**config.mk**
```make
export PLATFORM = sky130hd
export DESIGN_NAME = mpld_ctrl
export DESIGN_NICKNAME = d
export VERILOG_FILES = /design/src/design/mpld_pkg.sv /design/src/design/mpld_ctrl.sv
export SDC_FILE = /design/constraint.sdc
export NUM_CORES = 1
export LEC_CHECK = 0
export BUFFER_PORTS_ARGS = -buffer_cell sky130_fd_sc_hd__buf_2
export CORE_MARGIN = 2
export CORE_UTILIZATION = 37
export CTS_CLUSTER_SIZE = 25
export DETAILED_ROUTE_END_ITERATION = 6
export GPL_TIMING_DRIVEN = 0
export PLACE_DENSITY_LB_ADDON = 0.1
export REMOVE_ABC_BUFFERS = 1
export SLEW_MARGIN = 30
export SYNTH_ARGS = -nofsm -noshare
export SYNTH_HDL_FRONTEND = slang
export SYNTH_SLANG_ARGS = --single-unit
```
**constraint.sdc**
```tcl
create_clock -name clk_i -period 6.4 [get_ports clk_i]
set_input_delay 0.64 -clock clk_i [delete_from_list [all_inputs] [get_ports clk_i]]
set_output_delay 0.64 -clock clk_i [all_outputs]
set_load 0.05 [all_outputs]
```
**src/design/mpld_pkg.sv**
```systemverilog
package mpld_pkg;

  localparam int HIST_DEPTH = 256;
  localparam int HIST_AW    = $clog2(HIST_DEPTH);
  localparam int HIST_W     = 9;
  localparam int CNT_W      = 20;
  localparam int STEP_W     = CNT_W + 1;
  localparam int MAG_W      = 10;
  localparam int IDX_W      = 2;
  localparam int CFG_W      = 20;
  localparam int FRAC_W     = 24;
  localparam int EXP_W      = 7;

  localparam logic [IDX_W-1:0] REG_LIMIT = 2'd0;
  localparam logic [IDX_W-1:0] REG_HIST  = 2'd1;
  localparam logic [IDX_W-1:0] REG_MODE  = 2'd2;

  localparam logic [CNT_W-1:0]  LIMIT_RST = CNT_W'(1000);
  localparam logic [HIST_W-1:0] HIST_RST  = HIST_W'(64);

  localparam logic [127:0] FOUR_Q120   = 128'h0400_0000_0000_0000_0000_0000_0000_0000;
  localparam logic [127:0] TINY_Q120   = 128'd132922799;
  localparam logic [31:0]  LOG10_2_Q32 = 32'h4D10_4D42;
  localparam logic [63:0]  G_SUB       = (64'd120 * {32'd0, LOG10_2_Q32}) << 24;
  localparam logic [63:0]  G_ADD       = 64'd28 << 56;

  typedef enum logic [1:0] {
    OUT_ESCAPED = 2'd0,
    OUT_CYCLE   = 2'd1,
    OUT_LIMIT   = 2'd2
  } outcome_e;

  typedef enum logic [3:0] {
    OPD_ZR, OPD_ZI, OPD_DR, OPD_DI, OPD_M, OPD_LG, OPD_K, OPD_MID, OPD_ACC
  } opd_e;

  typedef enum logic [4:0] {
    DP_NONE, DP_LOAD, DP_TAKE_RE, DP_TAKE_IM, DP_RING_WR, DP_BEST_INIT,
    DP_DIFF_CUR, DP_DIFF_FAR, DP_UPD_FAR, DP_UPD_BEST, DP_LOG_BEST, DP_LOG_ACC,
    DP_LOG_NORM, DP_LOG_M, DP_LOG_STEP, DP_G_TAKE, DP_BS_MID, DP_BS_UPD, DP_FINISH
  } dp_op_e;

  typedef struct packed {
    logic en;
    logic clr;
    logic sub;
    logic sgn;
    opd_e a_sel;
    opd_e b_sel;
    logic a_hi;
    logic b_hi;
  } mac_cmd_t;

  typedef struct packed {
    dp_op_e             op;
    mac_cmd_t           mac;
    logic [HIST_AW-1:0] addr;
    outcome_e           outcome;
    logic [CNT_W-1:0]   count;
    logic [HIST_W-1:0]  loop_len;
    logic               mag_en;
  } dp_cmd_t;

  typedef struct packed {
    logic ovf;
    logic esc;
    logic match;
    logic tiny;
    logic norm_top;
    logic lo_lt_hi;
  } dp_stat_t;

endpackage

```
**src/design/mpld_ctrl.sv**
```systemverilog
module mpld_ctrl import mpld_pkg::*; (
  input  logic               clk_i,
  input  logic               rst_ni,
  input  logic               start_i,
  output logic               busy_o,
  output logic               done_o,
  input  logic               cfg_we_i,
  input  logic [IDX_W-1:0]   cfg_idx_i,
  input  logic [CFG_W-1:0]   cfg_data_i,
  input  dp_stat_t           stat_i,
  output dp_cmd_t            cmd_o
);

  typedef enum logic [5:0] {
    S_IDLE, S_XX, S_YY, S_DR_RE, S_TAKE_RE, S_XY, S_DR_IM, S_TAKE_IM,
    S_NX, S_NY, S_DR_ESC, S_ESC, S_CHK_RD, S_CHK_CMP, S_WRITE,
    S_P_RD, S_P_DIFF, S_P_MR, S_P_MI, S_P_DR, S_P_UPD, S_TINY,
    S_LG_INIT, S_LG_NORM, S_LG_M, S_LG_SQ, S_LG_DR, S_LG_STEP,
    S_G_MUL, S_G_DR, S_G_TAKE, S_BS_TEST, S_BS_MID, S_BS_SQ, S_BS_SQDR,
    S_BS_CU, S_BS_CUDR, S_BS_CMP, S_FINISH
  } state_e;

  state_e             state_q;
  logic [CNT_W-1:0]   limit_q;
  logic [HIST_W-1:0]  hist_q;
  logic               mode_q;
  logic [STEP_W-1:0]  step_q;
  logic [HIST_AW-1:0] pos_q, j_q, k_q;
  logic               seen_q, pass_q, logsrc_q, lgret_q, done_q, magen_q;
  logic [1:0]         cnt_q;
  logic [4:0]         fcnt_q;
  outcome_e           outcome_q;
  logic [CNT_W-1:0]   count_q;
  logic [HIST_W-1:0]  loop_q;

  logic [HIST_W-1:0]  len;
  logic [HIST_W-1:0]  len_m1_w;
  logic [HIST_AW-1:0] len_m1, pos_inc;
  logic [STEP_W-1:0]  step_inc;
  logic               check_due, over;
  logic [CNT_W-1:0]   esc_count;

  assign len       = (hist_q > HIST_W'(HIST_DEPTH)) ? HIST_W'(HIST_DEPTH) : hist_q;
  assign len_m1_w  = len - HIST_W'(1);
  assign len_m1    = len_m1_w[HIST_AW-1:0];
  assign pos_inc   = ((HIST_W'(pos_q) + HIST_W'(1)) == len) ? '0 : pos_q + HIST_AW'(1);
  assign step_inc  = step_q + STEP_W'(1);
  assign over      = step_inc > {1'b0, limit_q};
  assign check_due = (len != '0) && (step_q != '0) && (pos_q == '0);
  assign esc_count = (step_q == '0) ? CNT_W'(1) : step_q[CNT_W-1:0];

  assign busy_o = state_q != S_IDLE;
  assign done_o = done_q;

  always_ff @(posedge clk_i or negedge rst_ni) begin
    if (!rst_ni) begin
      limit_q <= LIMIT_RST;
      hist_q  <= HIST_RST;
      mode_q  <= 1'b0;
    end else if (cfg_we_i) begin
      unique case (cfg_idx_i)
        REG_LIMIT: limit_q <= cfg_data_i[CNT_W-1:0];
        REG_HIST:  hist_q  <= cfg_data_i[HIST_W-1:0];
        REG_MODE:  mode_q  <= cfg_data_i[0];
        default: ;
      endcase
    end
  end

  always_comb begin
    cmd_o.op        = DP_NONE;
    cmd_o.mac.en    = 1'b0;
    cmd_o.mac.clr   = 1'b0;
    cmd_o.mac.sub   = 1'b0;
    cmd_o.mac.sgn   = 1'b0;
    cmd_o.mac.a_sel = OPD_ZR;
    cmd_o.mac.b_sel = OPD_ZR;
    cmd_o.mac.a_hi  = cnt_q[1];
    cmd_o.mac.b_hi  = cnt_q[0];
    cmd_o.addr      = k_q;
    cmd_o.outcome   = outcome_q;
    cmd_o.count     = count_q;
    cmd_o.loop_len  = loop_q;
    cmd_o.mag_en    = magen_q;
    unique case (state_q)
      S_IDLE: if (start_i) cmd_o.op = DP_LOAD;
      S_XX, S_NX: begin
        cmd_o.mac.en  = 1'b1;
        cmd_o.mac.clr = cnt_q == 2'd0;
      end
      S_YY, S_NY: begin
        cmd_o.mac.en    = 1'b1;
        cmd_o.mac.sub   = state_q == S_YY;
        cmd_o.mac.a_sel = OPD_ZI;
        cmd_o.mac.b_sel = OPD_ZI;
      end
      S_TAKE_RE: cmd_o.op = DP_TAKE_RE;
      S_XY: begin
        cmd_o.mac.en    = 1'b1;
        cmd_o.mac.clr   = cnt_q == 2'd0;
        cmd_o.mac.sgn   = 1'b1;
        cmd_o.mac.b_sel = OPD_ZI;
      end
      S_TAKE_IM: cmd_o.op = DP_TAKE_IM;
      S_CHK_RD: cmd_o.addr = j_q;
      S_CHK_CMP: begin
        cmd_o.addr = j_q;
        if (stat_i.match && seen_q && !mode_q) cmd_o.op = DP_BEST_INIT;
      end
      S_WRITE: begin
        cmd_o.addr = pos_q;
        if (len != '0) cmd_o.op = DP_RING_WR;
      end
      S_P_DIFF: cmd_o.op = pass_q ? DP_DIFF_FAR : DP_DIFF_CUR;
      S_P_MR: begin
        cmd_o.mac.en    = 1'b1;
        cmd_o.mac.clr   = cnt_q == 2'd0;
        cmd_o.mac.a_sel = OPD_DR;
        cmd_o.mac.b_sel = OPD_DR;
      end
      S_P_MI: begin
        cmd_o.mac.en    = 1'b1;
        cmd_o.mac.a_sel = OPD_DI;
        cmd_o.mac.b_sel = OPD_DI;
      end
      S_P_UPD: cmd_o.op = pass_q ? DP_UPD_BEST : DP_UPD_FAR;
      S_LG_INIT: cmd_o.op = logsrc_q ? DP_LOG_ACC : DP_LOG_BEST;
      S_LG_NORM: cmd_o.op = DP_LOG_NORM;
      S_LG_M:    cmd_o.op = DP_LOG_M;
      S_LG_SQ: begin
        cmd_o.mac.en    = 1'b1;
        cmd_o.mac.clr   = cnt_q == 2'd0;
        cmd_o.mac.a_sel = OPD_M;
        cmd_o.mac.b_sel = OPD_M;
      end
      S_LG_STEP: cmd_o.op = DP_LOG_STEP;
      S_G_MUL: begin
        cmd_o.mac.en    = 1'b1;
        cmd_o.mac.clr   = 1'b1;
        cmd_o.mac.a_sel = OPD_LG;
        cmd_o.mac.b_sel = OPD_K;
      end
      S_G_TAKE: cmd_o.op = DP_G_TAKE;
      S_BS_MID: cmd_o.op = DP_BS_MID;
      S_BS_SQ: begin
        cmd_o.mac.en    = 1'b1;
        cmd_o.mac.clr   = 1'b1;
        cmd_o.mac.a_sel = OPD_MID;
        cmd_o.mac.b_sel = OPD_MID;
      end
      S_BS_CU: begin
        cmd_o.mac.en    = 1'b1;
        cmd_o.mac.clr   = 1'b1;
        cmd_o.mac.a_sel = OPD_ACC;
        cmd_o.mac.b_sel = OPD_MID;
      end
      S_BS_CMP: cmd_o.op = DP_BS_UPD;
      S_FINISH: cmd_o.op = DP_FINISH;
      default: ;
    endcase
  end

  always_ff @(posedge clk_i or negedge rst_ni) begin
    if (!rst_ni) begin
      state_q   <= S_IDLE;
      step_q    <= '0;
      pos_q     <= '0;
      j_q       <= '0;
      k_q       <= '0;
      seen_q    <= 1'b0;
      pass_q    <= 1'b0;
      logsrc_q  <= 1'b0;
      lgret_q   <= 1'b0;
      done_q    <= 1'b0;
      magen_q   <= 1'b0;
      cnt_q     <= '0;
      fcnt_q    <= '0;
      outcome_q <= OUT_ESCAPED;
      count_q   <= '0;
      loop_q    <= '0;
    end else begin
      done_q <= 1'b0;
      unique case (state_q)
        S_IDLE: begin
          if (start_i) begin
            step_q  <= '0;
            pos_q   <= '0;
            seen_q  <= 1'b0;
            state_q <= S_XX;
          end
        end
        S_XX: begin
          cnt_q <= cnt_q + 2'd1;
          if (cnt_q == 2'd3) state_q <= S_YY;
        end
        S_YY: begin
          cnt_q <= cnt_q + 2'd1;
          if (cnt_q == 2'd3) state_q <= S_DR_RE;
        end
        S_DR_RE:   state_q <= S_TAKE_RE;
        S_TAKE_RE: state_q <= S_XY;
        S_XY: begin
          cnt_q <= cnt_q + 2'd1;
          if (cnt_q == 2'd3) state_q <= S_DR_IM;
        end
        S_DR_IM: state_q <= S_TAKE_IM;
        S_TAKE_IM: begin
          if (stat_i.ovf) begin
            outcome_q <= OUT_ESCAPED;
            count_q   <= esc_count;
            loop_q    <= '0;
            magen_q   <= 1'b0;
            state_q   <= S_FINISH;
          end else begin
            state_q <= S_NX;
          end
        end
        S_NX: begin
          cnt_q <= cnt_q + 2'd1;
          if (cnt_q == 2'd3) state_q <= S_NY;
        end
        S_NY: begin
          cnt_q <= cnt_q + 2'd1;
          if (cnt_q == 2'd3) state_q <= S_DR_ESC;
        end
        S_DR_ESC: state_q <= S_ESC;
        S_ESC: begin
          if (stat_i.esc) begin
            outcome_q <= OUT_ESCAPED;
            count_q   <= esc_count;
            loop_q    <= '0;
            magen_q   <= 1'b0;
            state_q   <= S_FINISH;
          end else if (check_due) begin
            j_q     <= len_m1;
            state_q <= S_CHK_RD;
          end else begin
            state_q <= S_WRITE;
          end
        end
        S_CHK_RD: state_q <= S_CHK_CMP;
        S_CHK_CMP: begin
          if (stat_i.match) begin
            if (!seen_q) begin
              seen_q  <= 1'b1;
              state_q <= S_WRITE;
            end else begin
              outcome_q <= OUT_CYCLE;
              count_q   <= '0;
              loop_q    <= len - {1'b0, j_q};
              magen_q   <= !mode_q;
              if (mode_q) begin
                state_q <= S_FINISH;
              end else begin
                pass_q  <= 1'b0;
                k_q     <= len_m1;
                state_q <= S_P_RD;
              end
            end
          end else if (j_q == '0) begin
            state_q <= S_WRITE;
          end else begin
            j_q     <= j_q - HIST_AW'(1);
            state_q <= S_CHK_RD;
          end
        end
        S_WRITE: begin
          if (len != '0) pos_q <= pos_inc;
          step_q <= step_inc;
          if (over) begin
            outcome_q <= OUT_LIMIT;
            count_q   <= limit_q;
            loop_q    <= '0;
            magen_q   <= 1'b0;
            state_q   <= S_FINISH;
          end else begin
            state_q <= S_XX;
          end
        end
        S_P_RD:   state_q <= S_P_DIFF;
        S_P_DIFF: state_q <= S_P_MR;
        S_P_MR: begin
          cnt_q <= cnt_q + 2'd1;
          if (cnt_q == 2'd3) state_q <= S_P_MI;
        end
        S_P_MI: begin
          cnt_q <= cnt_q + 2'd1;
          if (cnt_q == 2'd3) state_q <= S_P_DR;
        end
        S_P_DR: state_q <= S_P_UPD;
        S_P_UPD: begin
          if (k_q == j_q) begin
            if (!pass_q) begin
              pass_q  <= 1'b1;
              k_q     <= len_m1;
              state_q <= S_P_RD;
            end else begin
              state_q <= S_TINY;
            end
          end else begin
            k_q     <= k_q - HIST_AW'(1);
            state_q <= S_P_RD;
          end
        end
        S_TINY: begin
          if (stat_i.tiny) begin
            magen_q <= 1'b0;
            state_q <= S_FINISH;
          end else begin
            logsrc_q <= 1'b0;
            lgret_q  <= 1'b0;
            state_q  <= S_LG_INIT;
          end
        end
        S_LG_INIT: state_q <= S_LG_NORM;
        S_LG_NORM: if (stat_i.norm_top) state_q <= S_LG_M;
        S_LG_M: begin
          fcnt_q  <= '0;
          state_q <= S_LG_SQ;
        end
        S_LG_SQ: begin
          cnt_q <= cnt_q + 2'd1;
          if (cnt_q == 2'd3) state_q <= S_LG_DR;
        end
        S_LG_DR: state_q <= S_LG_STEP;
        S_LG_STEP: begin
          if (fcnt_q == 5'(FRAC_W - 1)) begin
            state_q <= lgret_q ? S_BS_CMP : S_G_MUL;
          end else begin
            fcnt_q  <= fcnt_q + 5'd1;
            state_q <= S_LG_SQ;
          end
        end
        S_G_MUL:  state_q <= S_G_DR;
        S_G_DR:   state_q <= S_G_TAKE;
        S_G_TAKE: state_q <= S_BS_TEST;
        S_BS_TEST: state_q <= stat_i.lo_lt_hi ? S_BS_MID : S_FINISH;
        S_BS_MID:  state_q <= S_BS_SQ;
        S_BS_SQ:   state_q <= S_BS_SQDR;
        S_BS_SQDR: state_q <= S_BS_CU;
        S_BS_CU:   state_q <= S_BS_CUDR;
        S_BS_CUDR: begin
          logsrc_q <= 1'b1;
          lgret_q  <= 1'b1;
          state_q  <= S_LG_INIT;
        end
        S_BS_CMP: state_q <= S_BS_TEST;
        S_FINISH: begin
          done_q  <= 1'b1;
          state_q <= S_IDLE;
        end
      endcase
    end
  end

  a_done_after_finish: assert property (@(posedge clk_i) disable iff (!rst_ni)
    done_q |-> $past(state_q == S_FINISH))
    else $error("result strobe without a finishing step");

  a_start_enters_loop: assert property (@(posedge clk_i) disable iff (!rst_ni)
    (start_i && state_q == S_IDLE) |=> state_q == S_XX)
    else $error("accepted word did not start iterating");

  a_ring_addr: assert property (@(posedge clk_i) disable iff (!rst_ni)
    (cmd_o.op == DP_RING_WR) |-> (HIST_W'(pos_q) < len))
    else $error("ring write beyond history length");

  a_cycle_fields: assert property (@(posedge clk_i) disable iff (!rst_ni)
    (state_q == S_FINISH && outcome_q == OUT_CYCLE) |-> (loop_q != '0 && count_q == '0))
    else $error("cycle result with bad length or count");

endmodule

```
==> flow_metrics.env, run 1 <==
export IMPL_port_buffers=91
export IMPL_setup_violations=0
export IMPL_dieArea_mm2=0.0249
export IMPL_post_drt_wl_per_cell_um=18.1
export IMPL_holdBufCountCts=0
export IMPL_htreeDepth=4
export IMPL_cts_tree="done"
export IMPL_r2r_end="count_q[7]"
export IMPL_worstPathCellList="nand4bb_1 > nor2_4 > o21ai_0 > o211ai_1 > buf_2"
export IMPL_antenna_cells=0
export IMPL_coreArea_mm2=0.0233
export IMPL_reg2reg_depth=13
export IMPL_final_area_mm2=0.00995
export IMPL_drive_gt1_share_pct=17.8
export IMPL_maxCapViolations=0
export IMPL_grt_pass1_wl_um=41200
export IMPL_place_hpwl_um=18200
export IMPL_die_h_um=158
export IMPL_grt_max_degree=73
export IMPL_wl_met3_um=1060
export IMPL_drc=0
export IMPL_seq_power_share_pct=27.8
export IMPL_clk_transition_reported_paths_ps=60
export IMPL_critPathLaunchType="register"
export IMPL_routabilityCongestion=0.860
export IMPL_synth_seq_cells=124
export IMPL_antenna_found_initial=0
export IMPL_drt_initial_drc_count=537
export IMPL_wl_met2_um=11400
export IMPL_track_usage_pct=21.3
export IMPL_wl_um=25700
export IMPL_yosysSeqAreaShare_pct=35.6
export IMPL_synth_top_area_share_pct=33.5
export IMPL_synth_mux_area_share_pct=6.47
export IMPL_syn_inst=1035
export IMPL_endpoint_kind="output pin"
export IMPL_synth_compound_area_share_pct=18.3
export IMPL_clock_root_buffer="clkbuf_16"
export IMPL_p_leak_nw=4.49
export IMPL_yosys_area_share_simple_pct=22.1
export IMPL_synth_most_common_cell="nand2_1"
export IMPL_synth_area_leader_cell="dfrtp_1"
export IMPL_utilization_pct=42.7
export IMPL_cts_setup_buffers=0
export IMPL_nets=1157
export IMPL_fin_setup_tns_ps=0
export IMPL_status="completed"
export IMPL_finClkSkew_ps=10.1
export IMPL_power_mw=5.62
export IMPL_finalHoldViolations=0
export IMPL_max_slew_worst_pin_slew_ps=958
export IMPL_via_per_inst=5.45
export IMPL_critPathMaxFanout=28
export IMPL_slowest_stage="dfrtp_1"
export IMPL_yosysWarnings=0
export IMPL_critPathTopFamily="simple AND/OR/NAND/NOR gates"
export IMPL_finalCriticalPeriod_ps=4400
export IMPL_synth_area_top_cells="dfrtp_1, o21ai_0, nand2_1"
export IMPL_syn2layout_area_growth_pct=13.9
export IMPL_peakVddDrop_v=0.000226
export IMPL_pin_count=93
export IMPL_synth_flop_cell="dfrtp_1"
export IMPL_slowest_delay_ps=970
export IMPL_overflow=0
export IMPL_crit_arrival_ps=3760
export IMPL_synth_top_family_by_area="simple AND/OR/NAND/NOR gates"
export IMPL_drtPass1Iterations=5
export IMPL_synthXorXnorAreaFrac_pct=5.81
export IMPL_dr_total_vias=7722
export IMPL_rsz0062_at_grt="no"
export IMPL_rrSetupSlack_ps=2110
export IMPL_clk_latency_ps=430
export IMPL_power_density_mw_per_mm2=564
export IMPL_placed_cell_area_mm2=0.00935
export IMPL_grt_pass1_vias=7318
export IMPL_relSlewSlack_pct=36.1
export IMPL_final_max_slew_violation_count=0
export IMPL_cts_repair_resized=0
export IMPL_p_clk_share_pct=17.6
export IMPL_p_switching_mw=2.86
export IMPL_power_frac_comb_pct=54.7
export IMPL_synth_avg_cell_area_um2=8.44
export IMPL_highest_layer="met4"
export IMPL_synth_edff_count=0
export IMPL_cts_buffers=17
export IMPL_r2r_start="step_q[0]"
export IMPL_finalCritPeriodShare_pct=68.8
export IMPL_die_x_um=158
export IMPL_intPower_mw=2.76
export IMPL_crit_required_ps=5760
export IMPL_path_class="reg2out"
export IMPL_synthAdderAreaFrac_pct=5.81
export IMPL_synth_cell_type_count=77
export IMPL_start_util_pct=37.4
export IMPL_yosys_top_cells_count="nand2_1, dfrtp_1, o21ai_0"
export IMPL_cts_sinks=124
export IMPL_wl_met1_um=12800
export IMPL_hp_class="in2async"
export IMPL_power_switching_share_pct=50.9
export IMPL_ant_nets=0
export IMPL_std_cell_rows=56
export IMPL_netlist_area_mm2=0.00874
export IMPL_async_flop_share_pct=100
export IMPL_fmax_ghz=0.227
export IMPL_clockBufferDepth=2
export IMPL_path_buf_inv=1
stage by stage:
| stage | instances | worst slack, ps | hold WS, ps |
|---|---|---|---|
| after detailed placement | 1385 | 2140 | 470 |
| after global routing | 1417 | 1740 | 218 |
| after global placement | 1380 | 875 | 458 |
| after CTS | 1417 | 2010 | 216 |
| final | 1417 | 2000 | 176 |
| after floorplan | 970 | 2070 | 344 |
per-layer routing:
layer | global-route usage (%) | vias up
met5 | 0 | -
met4 | 5.89 | 0
met3 | 3.37 | 32
met2 | 31.5 | 180
met1 | 31.9 | 3734
li1 | - | 3776
cell usage in the layout (no fill, tap or decap), drive strengths merged, types with 11 or more instances in the layout:
cell | Yosys | routed
ha | 39 | 39
buf | 25 | 96
or3 | 11 | 11
nor2b | 18 | 18
o21ai | 112 | 112
xor2 | 14 | 14
nor2 | 70 | 70
clkbuf | 40 | 18
inv | 46 | 50
nand2 | 138 | 138
dfrtp | 117 | 117
nand4 | 12 | 12
o22ai | 15 | 15
nand2b | 13 | 13
nor3 | 25 | 25
and3 | 13 | 13
xnor2 | 44 | 44
mux2 | 34 | 34
nor4 | 11 | 11
a21oi | 59 | 59
nand3 | 51 | 51
cell families (layout without fill, tap and decap cells):
| family | count (synthesis) | in the layout |
|---|---|---|
| other | 1 | 1 |
| muxes | 44 | 44 |
| and+or+nand+nor | 392 | 392 |
| DFF | 124 | 124 |
| AOI/OAI and AO/OA | 265 | 265 |
| buffers and inverters | 111 | 174 |
| adders and majority gates | 40 | 40 |
| xor gates and xnor gates | 58 | 58 |
worst max-delay path by stage:
stage	startpoint	endpoint	depth (start not counted)
6_report	state_q[2]	cmd_o[56]	5
5_1_grt	step_q[0]	state_q[2]	13
4_1_cts	state_q[3]	cmd_o[56]	5
3_5_place_dp	step_q[2]	count_q[11]	13
3_3_place_gp	state_q[1]	pos_q[2]	6
2_1_floorplan	state_q[1]	cmd_o[57]	2
final cells by class:
class / count / area, um^2
inverter: 46 / 173
clock inverter: 14 / 161
fill: 2378 / 13400
multi-input combinational: 800 / 5150
tap: 319 / 399
clock buffer: 18 / 429
sequential: 124 / 3110
timing repair buffer: 96 / 527
worst register-to-register path: cells and delay by family, from the launching register on:
kind	cells	cell delay (ps)
AO/OA/AOI/OAI	2	630
multiplexers	1	380
AND/OR/NAND/NOR	8	2230
adder cells (fa/ha/maj)	1	280
flip-flops	1	480
XOR/XNOR	1	210
power by group through the flow:
stage / logic, mW / registers [mW] / clock network, mW
global route: 3.38 / 1.62 / 1.05
global placement: 3.03 / 1.56 / 0
detailed placement: 3.06 / 1.56 / 0
finish: 3.07 / 1.56 / 0.986
CTS: 3.07 / 1.55 / 1.01
floorplan: 2.04 / 1.71 / 0
state kept, by name, indices dropped and copies added, names as in the netlist, 5 cells and up:
signal / cells
hist_q: 9
k_q: 8
state_q: 6
j_q: 8
limit_q: 20
loop_q: 9
count_q: 20
step_q: 21
pos_q: 8
fcnt_q: 5
Note: power is estimated with default switching activity, not from simulation.
==> run 2: changes to the inputs <==
==> constraint.sdc (replaced) <==
create_clock -name clk_i -period 4.2 [get_ports clk_i]
set_input_delay 0.42 -clock clk_i [delete_from_list [all_inputs] [get_ports clk_i]]
set_output_delay 0.42 -clock clk_i [all_outputs]
set_load 0.05 [all_outputs]
==> run 2 against run 1 <==
  * Utilization increased by 0.40 points
  * Design area increased by 0.93%
  * Global-route usage unchanged
  * Largest cell class unchanged
  * Highest routed layer unchanged
==> flow_metrics.env, run 2 (same netlist as run 1, synthesis figures left out) <==
export IMPL_peakVddDrop_v=0.000341
export IMPL_routabilityCongestion=0.860
export IMPL_std_cell_rows=56
export IMPL_ant_nets=0
export IMPL_grt_pass1_vias=7318
export IMPL_endpoint_kind="register"
export IMPL_coreArea_mm2=0.0233
export IMPL_antenna_cells=0
export IMPL_track_usage_pct=21.3
export IMPL_utilization_pct=43.1
export IMPL_clock_root_buffer="clkbuf_16"
export IMPL_max_slew_worst_pin_slew_ps=908
export IMPL_final_max_slew_violation_count=0
export IMPL_die_x_um=158
export IMPL_cts_buffers=17
export IMPL_crit_arrival_ps=4190
export IMPL_dp_cells=1385
export IMPL_crit_required_ps=4510
export IMPL_antenna_found_initial=0
export IMPL_cp_depth=13
export IMPL_dieArea_mm2=0.0249
export IMPL_critPathTopFamily="simple AND/OR/NAND/NOR gates"
export IMPL_final_cells=1424
export IMPL_start_util_pct=37.4
export IMPL_slowest_delay_ps=480
export IMPL_via_per_inst=5.44
export IMPL_final_cell_mix="nand2_1, dfrtp_1, o21ai_0"
export IMPL_finClkSkew_ps=10.4
export IMPL_largest_register="step_q"
export IMPL_htreeDepth=4
export IMPL_setup_violations=0
export IMPL_grt_max_degree=73
export IMPL_final_area_mm2=0.0100
export IMPL_hp_class="in2reg"
export IMPL_path_buf_inv=0
export IMPL_maxCapViolations=0
export IMPL_relSlewSlack_pct=39.2
export IMPL_largest_register_ffs=21
export IMPL_critPathLaunchType="register"
export IMPL_fmax_ghz=0.258
export IMPL_drc=0
export IMPL_largestRegisters="step_q: 21 flops, count_q: 20 flops, limit_q: 20 flops"
export IMPL_drive_gt1_share_pct=18.7
export IMPL_nets=1164
export IMPL_placed_cell_area_mm2=0.00935
export IMPL_clk_latency_ps=430
export IMPL_finalCriticalPeriod_ps=3880
export IMPL_drtPass1Iterations=5
export IMPL_die_h_um=158
export IMPL_overflow=0
export IMPL_place_hpwl_um=18200
export IMPL_slowest_stage="dfrtp_1"
export IMPL_hold_depth=3
export IMPL_rsz0062_at_grt="no"
export IMPL_fillers=2376
export IMPL_grt_pass1_wl_um=41200
export IMPL_p_leak_nw=4.53
export IMPL_path_class="reg2reg"
export IMPL_status="completed"
export IMPL_clk_transition_reported_paths_ps=70
export IMPL_pin_count=93
export IMPL_dr_total_vias=7749
export IMPL_finalHoldViolations=0
export IMPL_reg2reg_depth=13
export IMPL_wl_um=26100
export IMPL_critPathMaxFanout=15
export IMPL_syn2layout_area_growth_pct=15.0
export IMPL_clockBufferDepth=2
export IMPL_drt_initial_drc_count=532
export IMPL_post_drt_wl_per_cell_um=18.4
export IMPL_finalCritPeriodShare_pct=92.3
export IMPL_cts_tree="done"
export IMPL_worstPathCellList="and4_4 > and2_2 > nand2_1 > nor3_1 > xor2_1 > ha_1 > nand3_1 > nor3_1 > a2111o_1 > nor4_2 > o211ai_2 > nand2_8 > mux2_4"
export IMPL_cts_sinks=124
export IMPL_crit_path_frequent_cell="nor3_1"
export IMPL_power_density_mw_per_mm2=866
export IMPL_layout_commonest_cell="nand2_1"
export IMPL_port_buffers=91
[run 2: final timing paths]
path	startpoint	end	slack (ps)
setup / recovery	step_q[7]	count_q[6]	320
hold / removal	cfg_data_i[12]	limit_q[12]	190
setup reg to reg	step_q[7]	count_q[6]	320
hold reg to reg	outcome_q[0]	outcome_q[0]	480
max in group asynchronous	rst_ni	state_q[2]	2940
min in group asynchronous	rst_ni	k_q[4]	550
[run 2: area by class of cell]
class / instances / area (um^2) / area share, %
clock buffers: 18 / 429 / 4.27
clock inverters: 14 / 161 / 1.61
inverters: 46 / 173 / 1.72
multi-input cells: 802 / 5180 / 51.6
flip-flops and latches: 124 / 3120 / 31.0
well taps: 319 / 399 / 3.97
repair buffers: 101 / 579 / 5.77
[run 2: metrics by stage]
stage / hold WS, ps / setup slack (ps) / power, mW / setup TNS, ps
after floorplan: 124 / 88.1 / 5.72 / 0
after global placement: 458 / -1320 / 6.99 / -29970
after detailed placement: 450 / -61.9 / 7.04 / -1170
after CTS: 188 / 26.2 / 8.60 / 0
after global routing: 183 / 15.1 / 9.34 / 0
final: 192 / 323 / 8.69 / 0
[run 2: power breakdown]
| group | internal (mW) | total, mW | switching, mW |
|---|---|---|---|
| Combinational | 1.75 | 4.81 | 3.06 |
| Clock | 0.886 | 1.51 | 0.622 |
| Sequential | 1.63 | 2.38 | 0.745 |
[run 2: metal layers]
layer	vias up	part of all wire [%]	global-route usage (%)
li1	3803	-	-
met1	3717	50	31.9
met2	197	44	31.5
met3	32	4.1	3.37
met4	0	1.5	5.89
met5	-	0	0
[run 2: timing repair]
action | CTS | global route
hold buffers | 1 | 0
setup endpoints to repair | 22 | 35
gates resized for setup | 1 | 7
pin swaps | 0 | 3
buffers inserted | 0 | 4
cloned | 0 | 2
hold endpoints to repair | 10 | 0
[run 2: worst min-delay path, delay by kind of cell]
family	cells	cell delay (ps)
compound gates	1	60
buf+inv	1	70
simple gates	1	30
==> run 3: changes to the inputs <==
--- a/config.mk
+++ b/config.mk
@@ -11,6 +11,7 @@
 export CTS_CLUSTER_SIZE = 25
 export DETAILED_ROUTE_END_ITERATION = 6
 export GPL_TIMING_DRIVEN = 0
+export MAX_ROUTING_LAYER = met4
 export PLACE_DENSITY_LB_ADDON = 0.1
 export REMOVE_ABC_BUFFERS = 1
 export SLEW_MARGIN = 30
==> run 3 against run 2 <==
  * Sequential power is essentially flat
  * Via count is essentially flat
  * Sequential share of layout area shrank 0.071 points
  * Combinational power grew 1%
  * Worst hold slack lost 3.6 ps
  * Global-route usage grew 0.63 points
  * Clock power is essentially flat
  * Non-clock buffer count shrank 3
  * Worst setup slack lost 22 ps
  * Cell count shrank 0.14%
  * Sequential cell count is the same
  * Critical endpoint is now loop_q[2]
  * Largest power group unchanged
==> flow_metrics.env, run 3 (same netlist as run 1, synthesis figures left out) <==
export IMPL_std_cell_rows=56
export IMPL_rsz0062_at_grt="no"
export IMPL_port_buffers=91
export IMPL_max_slew_worst_pin_slew_ps=941
export IMPL_peakVddDrop_v=0.000341
export IMPL_crit_arrival_ps=4210
export IMPL_power_mw=8.75
export IMPL_antenna_cells=0
export IMPL_post_drt_wl_per_cell_um=18.6
export IMPL_status="completed"
export IMPL_cts_buffers=17
export IMPL_dp_slack_ps=-61.9
export IMPL_path_class="reg2reg"
export IMPL_endpoint_kind="register"
export IMPL_start_util_pct=37.4
export IMPL_drc=0
export IMPL_pin_count=93
export IMPL_hp_class="in2reg"
export IMPL_grt_max_degree=73
export IMPL_via_per_inst=5.45
export IMPL_clk_transition_reported_paths_ps=70
export IMPL_p_leak_nw=4.52
export IMPL_power_density_mw_per_mm2=870
export IMPL_whs_ps=189
export IMPL_layout_commonest_cell="nand2_1"
export IMPL_critPathMaxFanout=7
export IMPL_coreArea_mm2=0.0233
export IMPL_fmax_ghz=0.256
export IMPL_antenna_found_initial=0
export IMPL_path_buf_inv=1
export IMPL_use_met1_pct=32.0
export IMPL_grt_met2_usage_pct=31.4
export IMPL_drive_gt1_share_pct=18.4
export IMPL_clock_root_buffer="clkbuf_16"
export IMPL_grt_busiest_layer="met1"
export IMPL_p_switching_mw=4.48
export IMPL_clk_latency_ps=430
export IMPL_routabilityCongestion=0.874
export IMPL_nets=1162
export IMPL_grt_pass1_wl_um=41100
export IMPL_finClkSkew_ps=13.3
export IMPL_wl_um=26400
export IMPL_relSlewSlack_pct=37.3
export IMPL_place_hpwl_um=18200
export IMPL_setup_slack_ps=301
export IMPL_dieArea_mm2=0.0249
export IMPL_cts_tree="done"
export IMPL_htreeDepth=4
export IMPL_crit_path_frequent_cell="nor3_1"
export IMPL_slowest_delay_ps=490
export IMPL_largestRegisters="step_q: 21 flops, count_q: 20 flops, limit_q: 20 flops"
export IMPL_dr_total_vias=7751
export IMPL_finalHoldViolations=0
export IMPL_fillers=2369
export IMPL_critPathLaunchType="register"
export IMPL_utilization_pct=43.1
export IMPL_clockBufferDepth=2
export IMPL_largest_register_ffs=21
export IMPL_power_frac_comb_pct=55.5
export IMPL_crit_required_ps=4510
export IMPL_largest_register="step_q"
export IMPL_power_switching_share_pct=51.2
export IMPL_met3_usage_pct=3.23
export IMPL_drt_initial_drc_count=501
export IMPL_die_x_um=158
export IMPL_grt_pass1_vias=7299
export IMPL_finalCriticalPeriod_ps=3900
export IMPL_slowest_stage="dfrtp_1"
export IMPL_intPower_mw=4.26
export IMPL_ant_nets=0
export IMPL_cts_sinks=124
export IMPL_setup_violations=0
export IMPL_final_cell_mix="nand2_1, dfrtp_1, o21ai_0"
export IMPL_drtPass1Iterations=7
export IMPL_critPathTopFamily="compound AO/OA/AOI/OAI gates"
export IMPL_overflow=0
export IMPL_track_usage_pct=21.9
export IMPL_syn2layout_area_growth_pct=15.2
export IMPL_p_clk_share_pct=17.3
export IMPL_maxCapViolations=0
export IMPL_worstPathCellList="and4_4 > and2_2 > nand2_1 > nor3_1 > xor2_1 > ha_1 > a21oi_1 > nor3_1 > a2111o_1 > o21ai_0 > o211ai_4 > nand2_4 > buf_12 > mux2_4"
export IMPL_die_h_um=158
export IMPL_seq_power_share_pct=27.2
export IMPL_final_max_slew_violation_count=0
export IMPL_finalCritPeriodShare_pct=92.8
run 3: layout make-up:
class                   instances  area, um^2  share of cell area, %
inverters                      46         173                   1.72
clock buffers                  18         429                   4.27
well taps                     319         399                   3.97
multi-input cells             803        5230                   51.9
clock inverters                14         161                   1.60
repair buffers                 98         557                   5.53
flip-flops and latches        124        3120                   31.0
run 3: path summary, 6_finish.rpt:
path / slack [ps] / startpoint / endpoint / cells past startpoint
worst min-delay path: 190 / cfg_data_i[12] / limit_q[12] / 3
max in group asynchronous: 2950 / rst_ni / state_q[2] / 3
worst max register to register: 300 / step_q[3] / loop_q[2] / 14
min in group asynchronous: 550 / rst_ni / k_q[4] / 2
worst max-delay path: 300 / step_q[3] / loop_q[2] / 14
worst min register to register: 480 / outcome_q[0] / outcome_q[0] / 1
run 3: repair_timing:
action,4_1_cts,5_1_grt
pin swaps,0,4
resized for setup,1,8
buffers inserted,0,1
hold buffers,1,0
gates cloned,0,3
endpoints found under the setup margin,22,40
hold endpoints to repair,10,0
run 3: power groups by stage:
stage	Clock (mW)	Combinational (mW)	Sequential [mW]
after global routing	1.60	5.32	2.46
after detailed placement	0	4.66	2.38
after floorplan	0	3.11	2.61
after CTS	1.54	4.69	2.36
after global placement	0	4.61	2.38
final	1.51	4.86	2.38
run 3: worst min-delay path: cells and delay by family:
family / cells / cell delay (ps)
and+or+nand+nor: 1 / 30
buffers and inverters: 1 / 70
AOI/OAI and AO/OA: 1 / 60
run 3: layer usage:
metal	vias to the layer above	part of all wire [%]
li1	3793	-
met1	3696	49
met2	236	45
met3	26	4.8
met4	0	1.4
met5	-	0
run 3: per-stage QoR:
step / instances / TNS (ps) / instance area (um^2)
after floorplan: 970 / 0 / 8400
after global placement: 1380 / -29970 / 9250
after detailed placement: 1385 / -1170 / 9350
after CTS: 1418 / 0 / 9960
after global routing: 1422 / 0 / 10100
final: 1422 / 0 / 10100
